==> config.mk <==
export PLATFORM = sky130hd
export DESIGN_NAME = windowed_pulse_interval_averager
export DESIGN_NICKNAME = d
export VERILOG_FILES = /design/src/design/wpia_pkg.sv /design/src/design/wpia_div.sv /design/src/design/windowed_pulse_interval_averager.sv
export SDC_FILE = /design/constraint.sdc
export NUM_CORES = 1
export LEC_CHECK = 0
export BUFFER_PORTS_ARGS = -buffer_cell sky130_fd_sc_hd__clkbuf_2
export CORE_UTILIZATION = 40
export CTS_BUF_LIST = sky130_fd_sc_hd__clkbuf_16
export DETAILED_ROUTE_END_ITERATION = 8
export SETUP_SLACK_MARGIN = 0.02
export SYNTH_ARGS = -nofsm -noshare
export SYNTH_HDL_FRONTEND = slang
export SYNTH_SLANG_ARGS = --single-unit
==> constraint.sdc <==
create_clock -name i_clk -period 11.7 [get_ports i_clk]
set_input_delay 2.34 -clock i_clk [delete_from_list [all_inputs] [get_ports i_clk]]
set_output_delay 2.34 -clock i_clk [all_outputs]
set_load 0.02 [all_outputs]
==> src/design/wpia_pkg.sv <==
package wpia_pkg;

    localparam int WPIA_WINDOW_FRAMES = 10;

    localparam int CFG_ADDR_W = 2;
    localparam int CFG_DATA_W = 16;

    localparam logic [CFG_ADDR_W-1:0] CFG_MIN_INTERVAL = 2'd0;
    localparam logic [CFG_ADDR_W-1:0] CFG_IDLE_TIMEOUT = 2'd1;
    localparam logic [CFG_ADDR_W-1:0] CFG_FRAME_TICKS  = 2'd2;

    localparam logic [15:0] MIN_INTERVAL_RESET = 16'd250;
    localparam logic [7:0]  IDLE_TIMEOUT_RESET = 8'd50;
    localparam logic [7:0]  FRAME_TICKS_RESET  = 8'd10;
    localparam logic [15:0] EMPTY_MEAN         = 16'hFFFF;

    localparam logic KIND_EDGE = 1'b0;
    localparam logic KIND_TICK = 1'b1;

    localparam int DIV_STEPS = 32;
    localparam int DIV_CNT_W = 5;

    typedef struct packed {
        logic        kind;
        logic [15:0] capture_time;
    } t_in_item;

    typedef struct packed {
        logic [15:0] mean_interval;
        logic [31:0] pulse_total;
    } t_out_item;

    typedef struct packed {
        logic [31:0] sum;
        logic [15:0] count;
    } t_frame;

    typedef enum logic [2:0] {
        S_IDLE,
        S_MOD,
        S_SUM,
        S_LAST,
        S_DIV_GO,
        S_DIV_WAIT,
        S_DONE
    } t_state;

endpackage

==> src/design/wpia_div.sv <==
module wpia_div
    import wpia_pkg::*;
(
    input  logic        i_clk,
    input  logic        i_rst_n,
    input  logic        i_start,
    input  logic [31:0] i_dividend,
    input  logic [15:0] i_divisor,
    output logic        o_done,
    output logic [15:0] o_quotient
);

    logic                 r_busy;
    logic                 r_done;
    logic [DIV_CNT_W-1:0] r_cnt;
    logic [15:0]          r_rem;
    logic [31:0]          r_quo;
    logic [15:0]          r_div;

    logic [16:0] shifted;
    logic [16:0] diff;
    logic        ge;

    // One restoring step: shift in the next dividend bit, subtract if it fits.
    always_comb begin
        shifted = {r_rem, r_quo[31]};
        diff    = shifted - {1'b0, r_div};
        ge      = shifted >= {1'b0, r_div};
    end

    always_ff @(posedge i_clk) begin
        if (!i_rst_n) begin
            r_busy <= 1'b0;
            r_done <= 1'b0;
            r_cnt  <= '0;
        end else begin
            r_done <= 1'b0;
            if (i_start) begin
                r_busy <= 1'b1;
                r_cnt  <= '0;
            end else if (r_busy) begin
                r_cnt <= r_cnt + 1'b1;
                if (r_cnt == DIV_CNT_W'(DIV_STEPS - 1)) begin
                    r_busy <= 1'b0;
                    r_done <= 1'b1;
                end
            end
        end
    end

    always_ff @(posedge i_clk) begin
        if (i_start) begin
            r_rem <= '0;
            r_quo <= i_dividend;
            r_div <= i_divisor;
        end else if (r_busy) begin
            r_rem <= ge ? diff[15:0] : shifted[15:0];
            r_quo <= {r_quo[30:0], ge};
        end
    end

    assign o_done     = r_done;
    assign o_quotient = r_quo[15:0];

endmodule

==> src/design/windowed_pulse_interval_averager.sv <==
// Period-measurement tachometer. Each request is a sensor edge with a 16-bit
// capture time or a base tick; each returns one result with the mean interval
// over a ring of WINDOW_FRAMES frames (65535 when the window is empty) and the
// edge total. Requests are handled one at a time: the next request is taken
// only once the sweep over the frame memory, one entry per cycle, and the
// 32-step serial divider have finished with the last one.
// A finished result waits in the output register while the next request is
// taken. Configuration writes land at once and are meant for idle periods.
module windowed_pulse_interval_averager
    import wpia_pkg::*;
#(
    parameter int WINDOW_FRAMES = WPIA_WINDOW_FRAMES
) (
    input  logic                  i_clk,
    input  logic                  i_rst_n,
    input  logic                  i_in_valid,
    output logic                  o_in_ready,
    input  t_in_item              i_in_data,
    output logic                  o_out_valid,
    input  logic                  i_out_ready,
    output t_out_item             o_out_data,
    input  logic                  i_cfg_we,
    input  logic [CFG_ADDR_W-1:0] i_cfg_addr,
    input  logic [CFG_DATA_W-1:0] i_cfg_wdata
);

    localparam int IDX_W = (WINDOW_FRAMES > 1) ? $clog2(WINDOW_FRAMES) : 1;
    localparam logic [IDX_W-1:0] LAST_IDX = IDX_W'(WINDOW_FRAMES - 1);

    t_state r_state;
    t_state n_state;

    // configuration
    logic [15:0] r_min_interval;
    logic [7:0]  r_idle_timeout;
    logic [7:0]  r_frame_ticks;

    // scalar state
    logic [IDX_W-1:0]         r_frame_index;
    logic [15:0]              r_last_capture;
    logic                     r_last_valid;
    logic [7:0]               r_idle_count;
    logic [7:0]               r_tick_in_frame;
    logic [31:0]              r_pulse_count;
    logic [WINDOW_FRAMES-1:0] r_vld;

    // frame memory
    t_frame           r_mem [WINDOW_FRAMES];
    t_frame           r_rd_data;
    logic             r_rd_ok;
    logic [IDX_W-1:0] rd_addr;

    t_in_item         r_item;
    logic [IDX_W-1:0] r_idx;
    logic             r_acc_en;
    logic [31:0]      r_wsum;
    logic [15:0]      r_wcnt;

    logic             r_out_valid;
    t_out_item        r_out_data;

    // FSM outputs
    logic in_ready;
    logic do_mod;
    logic sweep;
    logic div_start;
    logic out_load;

    logic             div_done;
    logic [15:0]      div_quo;

    logic             in_fire;
    logic             is_edge;
    t_frame           cur;
    t_frame           n_entry;
    logic [15:0]      delta;
    logic             accumulate;
    logic [7:0]       idle_inc;
    logic [7:0]       tick_inc;
    logic             timeout;
    logic             advance;
    logic [IDX_W-1:0] next_index;

    assign in_fire = i_in_valid && in_ready;

    // next state
    always_comb begin
        n_state = r_state;
        unique case (r_state)
            S_IDLE:     if (in_fire) n_state = S_MOD;
            S_MOD:      n_state = S_SUM;
            S_SUM:      if (r_idx == LAST_IDX) n_state = S_LAST;
            S_LAST:     n_state = S_DIV_GO;
            S_DIV_GO:   n_state = S_DIV_WAIT;
            S_DIV_WAIT: if (div_done) n_state = S_DONE;
            S_DONE:     if (!r_out_valid || i_out_ready) n_state = S_IDLE;
            default:    n_state = S_IDLE;
        endcase
    end

    // FSM outputs
    always_comb begin
        in_ready  = 1'b0;
        do_mod    = 1'b0;
        sweep     = 1'b0;
        div_start = 1'b0;
        out_load  = 1'b0;
        unique case (r_state)
            S_IDLE:     in_ready  = 1'b1;
            S_MOD:      do_mod    = 1'b1;
            S_SUM:      sweep     = 1'b1;
            S_LAST:     ;
            S_DIV_GO:   div_start = 1'b1;
            S_DIV_WAIT: ;
            S_DONE:     out_load  = !r_out_valid || i_out_ready;
            default:    ;
        endcase
    end

    always_ff @(posedge i_clk) begin
        if (!i_rst_n) begin
            r_state <= S_IDLE;
        end else begin
            r_state <= n_state;
        end
    end

    always_ff @(posedge i_clk) begin
        if (!i_rst_n) begin
            r_min_interval <= MIN_INTERVAL_RESET;
            r_idle_timeout <= IDLE_TIMEOUT_RESET;
            r_frame_ticks  <= FRAME_TICKS_RESET;
        end else if (i_cfg_we) begin
            unique case (i_cfg_addr)
                CFG_MIN_INTERVAL: r_min_interval <= i_cfg_wdata;
                CFG_IDLE_TIMEOUT: r_idle_timeout <= i_cfg_wdata[7:0];
                CFG_FRAME_TICKS:  r_frame_ticks  <= i_cfg_wdata[7:0];
                default:          ;
            endcase
        end
    end

    always_ff @(posedge i_clk) begin
        if (in_fire) begin
            r_item <= i_in_data;
        end
    end

    // update of the current frame and the scalar state
    always_comb begin
        is_edge    = r_item.kind == KIND_EDGE;
        cur        = r_rd_ok ? r_rd_data : '0;
        delta      = r_item.capture_time - r_last_capture;
        accumulate = is_edge && r_last_valid && (delta >= r_min_interval);
        n_entry.sum   = cur.sum + {16'd0, delta};
        n_entry.count = cur.count + 16'd1;
        idle_inc   = r_idle_count + 8'd1;
        tick_inc   = r_tick_in_frame + 8'd1;
        timeout    = idle_inc >= r_idle_timeout;
        advance    = tick_inc >= r_frame_ticks;
        next_index = (r_frame_index == LAST_IDX) ? '0 : r_frame_index + 1'b1;
    end

    always_ff @(posedge i_clk) begin
        if (!i_rst_n) begin
            r_frame_index   <= '0;
            r_last_capture  <= '0;
            r_last_valid    <= 1'b0;
            r_idle_count    <= '0;
            r_tick_in_frame <= '0;
            r_pulse_count   <= '0;
            r_vld           <= '0;
        end else if (do_mod) begin
            if (is_edge) begin
                r_last_valid   <= !(r_last_valid && (delta < r_min_interval));
                r_last_capture <= r_item.capture_time;
                r_idle_count   <= '0;
                r_pulse_count  <= r_pulse_count + 32'd1;
                if (accumulate) begin
                    r_vld[r_frame_index] <= 1'b1;
                end
            end else begin
                r_idle_count    <= timeout ? 8'd0 : idle_inc;
                r_tick_in_frame <= advance ? 8'd0 : tick_inc;
                if (timeout) begin
                    r_last_valid <= 1'b0;
                end
                if (advance) begin
                    r_frame_index <= next_index;
                end
                // drop the whole window on timeout, the entered frame on advance
                r_vld <= (timeout ? '0 : r_vld)
                       & ~(advance ? (WINDOW_FRAMES'(1) << next_index) : '0);
            end
        end
    end

    // frame memory: one write port, one registered read port
    assign rd_addr = sweep ? r_idx : r_frame_index;

    always_ff @(posedge i_clk) begin
        if (do_mod && accumulate) begin
            r_mem[r_frame_index] <= n_entry;
        end
        r_rd_data <= r_mem[rd_addr];
        r_rd_ok   <= r_vld[rd_addr];
    end

    // sweep the window and total it
    always_ff @(posedge i_clk) begin
        if (!i_rst_n) begin
            r_idx    <= '0;
            r_acc_en <= 1'b0;
        end else begin
            r_acc_en <= sweep;
            if (do_mod) begin
                r_idx <= '0;
            end else if (sweep) begin
                r_idx <= r_idx + 1'b1;
            end
        end
    end

    always_ff @(posedge i_clk) begin
        if (do_mod) begin
            r_wsum <= '0;
            r_wcnt <= '0;
        end else if (r_acc_en && r_rd_ok) begin
            r_wsum <= r_wsum + r_rd_data.sum;
            r_wcnt <= r_wcnt + r_rd_data.count;
        end
    end

    wpia_div u_div (
        .i_clk      (i_clk),
        .i_rst_n    (i_rst_n),
        .i_start    (div_start),
        .i_dividend (r_wsum),
        .i_divisor  (r_wcnt),
        .o_done     (div_done),
        .o_quotient (div_quo)
    );

    // output register: hold the result until it is taken
    always_ff @(posedge i_clk) begin
        if (!i_rst_n) begin
            r_out_valid <= 1'b0;
        end else if (out_load) begin
            r_out_valid <= 1'b1;
        end else if (i_out_ready) begin
            r_out_valid <= 1'b0;
        end
    end

    always_ff @(posedge i_clk) begin
        if (out_load) begin
            r_out_data.mean_interval <= (r_wcnt == 16'd0) ? EMPTY_MEAN : div_quo;
            r_out_data.pulse_total   <= r_pulse_count;
        end
    end

    assign o_in_ready  = in_ready;
    assign o_out_valid = r_out_valid;
    assign o_out_data  = r_out_data;

endmodule

==> flow_summary_export.csv <==
group,metric,value,unit
setup_path,slowest_delay,0.93,ns
clock_tree,post_cts_buffers,0,
setup_path,critical-path-slowest-cell,"nor3b_4",
sta,rsz0062_at_grt,"no",
sta,fin_setup_tns,0,ns
setup_path,cp.arrival,6.35,ns
place,gp_congestion,0.8425,
sta,slew_viol_final,0,
die,num_io_pins,90,
synth,netlist_top_cells_count,"edfxtp_1, nand2_1, dfxtp_1",
synth,synth_most_common_cell,"edfxtp_1",
clock_tree,clockRootBuffer,"clkbuf_16",
synth,synthArstFlopShare,0,
clock_tree,insertion_delay,0.66,ns
global_routing,antenna_found_initial,1,
die,die_x,306.8,um
detailed_routing,drcViolationCount,0,
clock_tree,ctsResizeCount,0,
sta,skew,0.06103,ns
setup_path,start_kind,"flip-flop",
synth,yosysWarnings,0,
synth,ys_seq_area_frac,0.6083,
global_routing,track_usage,0.1759,
clock_tree,cts_hold_buf,0,
synth,synth_seq_cells,833,
global_routing,grt_max_degree,135,
setup_path,cp.buffers_inverters,4,
synth,synth_area,37170,um2
sta,tightestPinTransition,1.254,ns
finish,final_core_util,0.4573,
die,row_count,111,
clock_tree,h-tree-depth,3,
finish,fillCellCount,8119,
sta,maxSlewHeadroom,0.1606,
place,port_buffers,89,
clock_tree,clock-sinks,833,
finish,syn_to_final_growth,12.93,%
run_status,status,"finished, final reports clean",
synth,synth_edf_count,593,
setup_path,rrSetupSlack,5.62,ns
finish,multi_input_area,13760,um2
detailed_routing,drtPass1Iterations,7,
detailed_routing,vias,22850,
power_and_ir_drop,finalPower,7.201,mW
sta,final_hold_viol_count,0,
die,start_util,0.4049,
worst_hold_path,hold_path.class,"reg2reg",
detailed_routing,routed_wl,82420,um
run,cap_violations,0,
sta,final.min_clock_period,6.082,ns
sta,timing.hold.ws,0.4644,ns
die,coreArea,91800,um2
synth,synth_cells,2900,
detailed_routing,antenna_left,0,
detailed_routing,wl_per_cell,19.12,um
global_routing,grt_overflow,0,
global_routing,grt_pass1_wl,130100,um
synth,synth.area.top_cells,"edfxtp_1, dfxtp_1, mux4_2",
power_and_ir_drop,irDropWorstVdd,0.1113,mV
synth,yosysTopAreaCell,"edfxtp_1",
power_and_ir_drop,power_leakage,15.26,nW
finish,diodes,0,
detailed_routing,drt_iter0_drc,1496,
die,die_y,306.8,um
power_and_ir_drop,power_density,171.5,nW/um2
setup_path,worstSetupPathType,"reg2reg",
sta,setup_viol,0,
place,hpwl,51200,um
finish,area.sequential,22610,um2
clock_tree,cts_tree,"done",
setup_path,cp_cell_sequence,"inv_1 -> ha_1 -> inv_1 -> fa_1 -> a21o_1 -> a21oi_1 -> o21ai_1 -> a21boi_4 -> o21bai_1 -> a21oi_1 -> o21bai_1 -> a21oi_1 -> xnor2_1 -> ha_1 -> nand3_1 -> inv_1 -> nand3_1 -> o31ai_2 -> nor3b_4 -> buf_4",
setup_path,crit_required,11.97,ns
finish,nets,3166,
synth,synthesis.nets,3076,
synth,synth_top_cell_area_share,0.4791,
clock_tree,numCtsBuffers,91,
clock_tree,cts_buffer_depth,3,
sta,fmaxAchievable,0.1644,GHz
setup_path,critPathTopFamily,"compound AO/OA/AOI/OAI gates",
die,die_area,94150,um2
setup_path,crit_path_end_kind,"flip-flop",
finish,drive_gt1_frac,0.1278,
detailed_routing,vias_per_cell,5.300,
setup_path,path_max_fanout,35,
sta,fin_crit_sh,0.5198,
synth,ys_types,88,
clock_tree,clk_pin_slew_worst_paths,0.06,ns
synth,ys.flop_type,"edfxtp_1",
synth,syn_area_per_cell,12.82,um2
global_routing,first_global_vias,22920,
==> through the flow <==
stage	cells	setup slack, ns	instance area (um2)
after floorplan	2900	4.487	37170
after global placement	4139	5.660	38990
after detailed placement	4139	5.579	38990
after CTS	4310	5.529	41970
after global routing	4311	5.037	41980
final	4311	5.618	41980
==> kinds of logic after synthesis <==
family,synth area share
and+or+nand+nor,0.1130
DFF,0.6083
AOI/OAI and AO/OA,0.09216
buffers and inverters,0.02457
muxes,0.08217
xor gates and xnor gates,0.03295
adders and majority gates,0.04679
==> state kept, by name (all words and copies together) (netlist names), 5 cells and up <==
signal / cells
r_vld: 10
r_mem: 480
o_out_data: 48
u_div.r_rem: 16
r_rd_data: 48
r_frame_ticks: 8
r_last_capture: 16
r_wsum: 32
u_div.r_quo: 32
u_div.r_cnt: 5
r_idle_timeout: 8
r_tick_in_frame: 8
r_pulse_count: 32
r_wcnt: 16
r_idle_count: 8
r_min_interval: 16
u_div.r_div: 16
r_item: 17
==> routing by layer <==
layer  share of wire  global-route usage  routed length, um  up-vias
li1                -                   -                  -    10900
met1            0.46              0.2422              38200    11390
met2            0.47              0.2865              38630      460
met3           0.049             0.03246               4074      108
met4           0.018             0.04372               1505        0
met5               0                   0                  0        -
==> final cells by class <==
type,count,share of cell area
Timing Repair Buffer,119,0.01621
Inverter,106,0.009508
Clock buffer,92,0.05484
Clock inverter,79,0.01598
Sequential cell,833,0.5387
Multi-Input combinational cell,1839,0.3277
Tap cell,1243,0.03705
==> path summary, 6_finish.rpt <==
path / startpoint / end / depth (start not counted)
worst max-delay path: r_item[0] / r_mem[3][40] / 20
worst min-delay path: r_last_capture[4] / r_last_capture[4] / 2
worst max register to register: r_item[0] / r_mem[3][40] / 20
worst min register to register: r_last_capture[4] / r_last_capture[4] / 2
==> worst reg2reg max path, delay by kind of cell (launching register included) <==
family	cells	cell delay (ns)
AOI/OAI and AO/OA	9	2.25
xor gates and xnor gates	1	0.12
adders and majority gates	3	0.87
buffers and inverters	4	0.88
DFF	1	0.38
and+or+nand+nor	3	1.18
==> layout by cell type, fill, tap and decap left out, types with 31 or more instances in the layout <==
| cell | n |
|---|---|
| edfxtp_1 | 593 |
| a21o_1 | 33 |
| nand2_1 | 341 |
| nor2b_1 | 89 |
| a21boi_0 | 39 |
| nor2_1 | 121 |
| xor2_1 | 45 |
| ha_1 | 131 |
| clkbuf_2 | 89 |
| nand2b_1 | 36 |
| nand3_1 | 52 |
| nor3_1 | 31 |
| mux2i_1 | 78 |
| inv_1 | 132 |
| and2_1 | 59 |
| a21oi_1 | 181 |
| dfxtp_1 | 240 |
| mux4_2 | 97 |
| xnor2_1 | 93 |
| clkbuf_16 | 92 |
| o21ai_0 | 88 |
| a211oi_1 | 63 |
==> power by group <==
| group | switching, mW | internal [mW] | total (mW) |
|---|---|---|---|
| combinational | 0.609 | 0.370 | 0.979 |
| clock | 1.17 | 1.63 | 2.81 |
| sequential | 0.0750 | 3.34 | 3.42 |
| total | 1.86 | 5.34 | 7.20 |
Note: power is estimated with default switching activity, not from simulation.
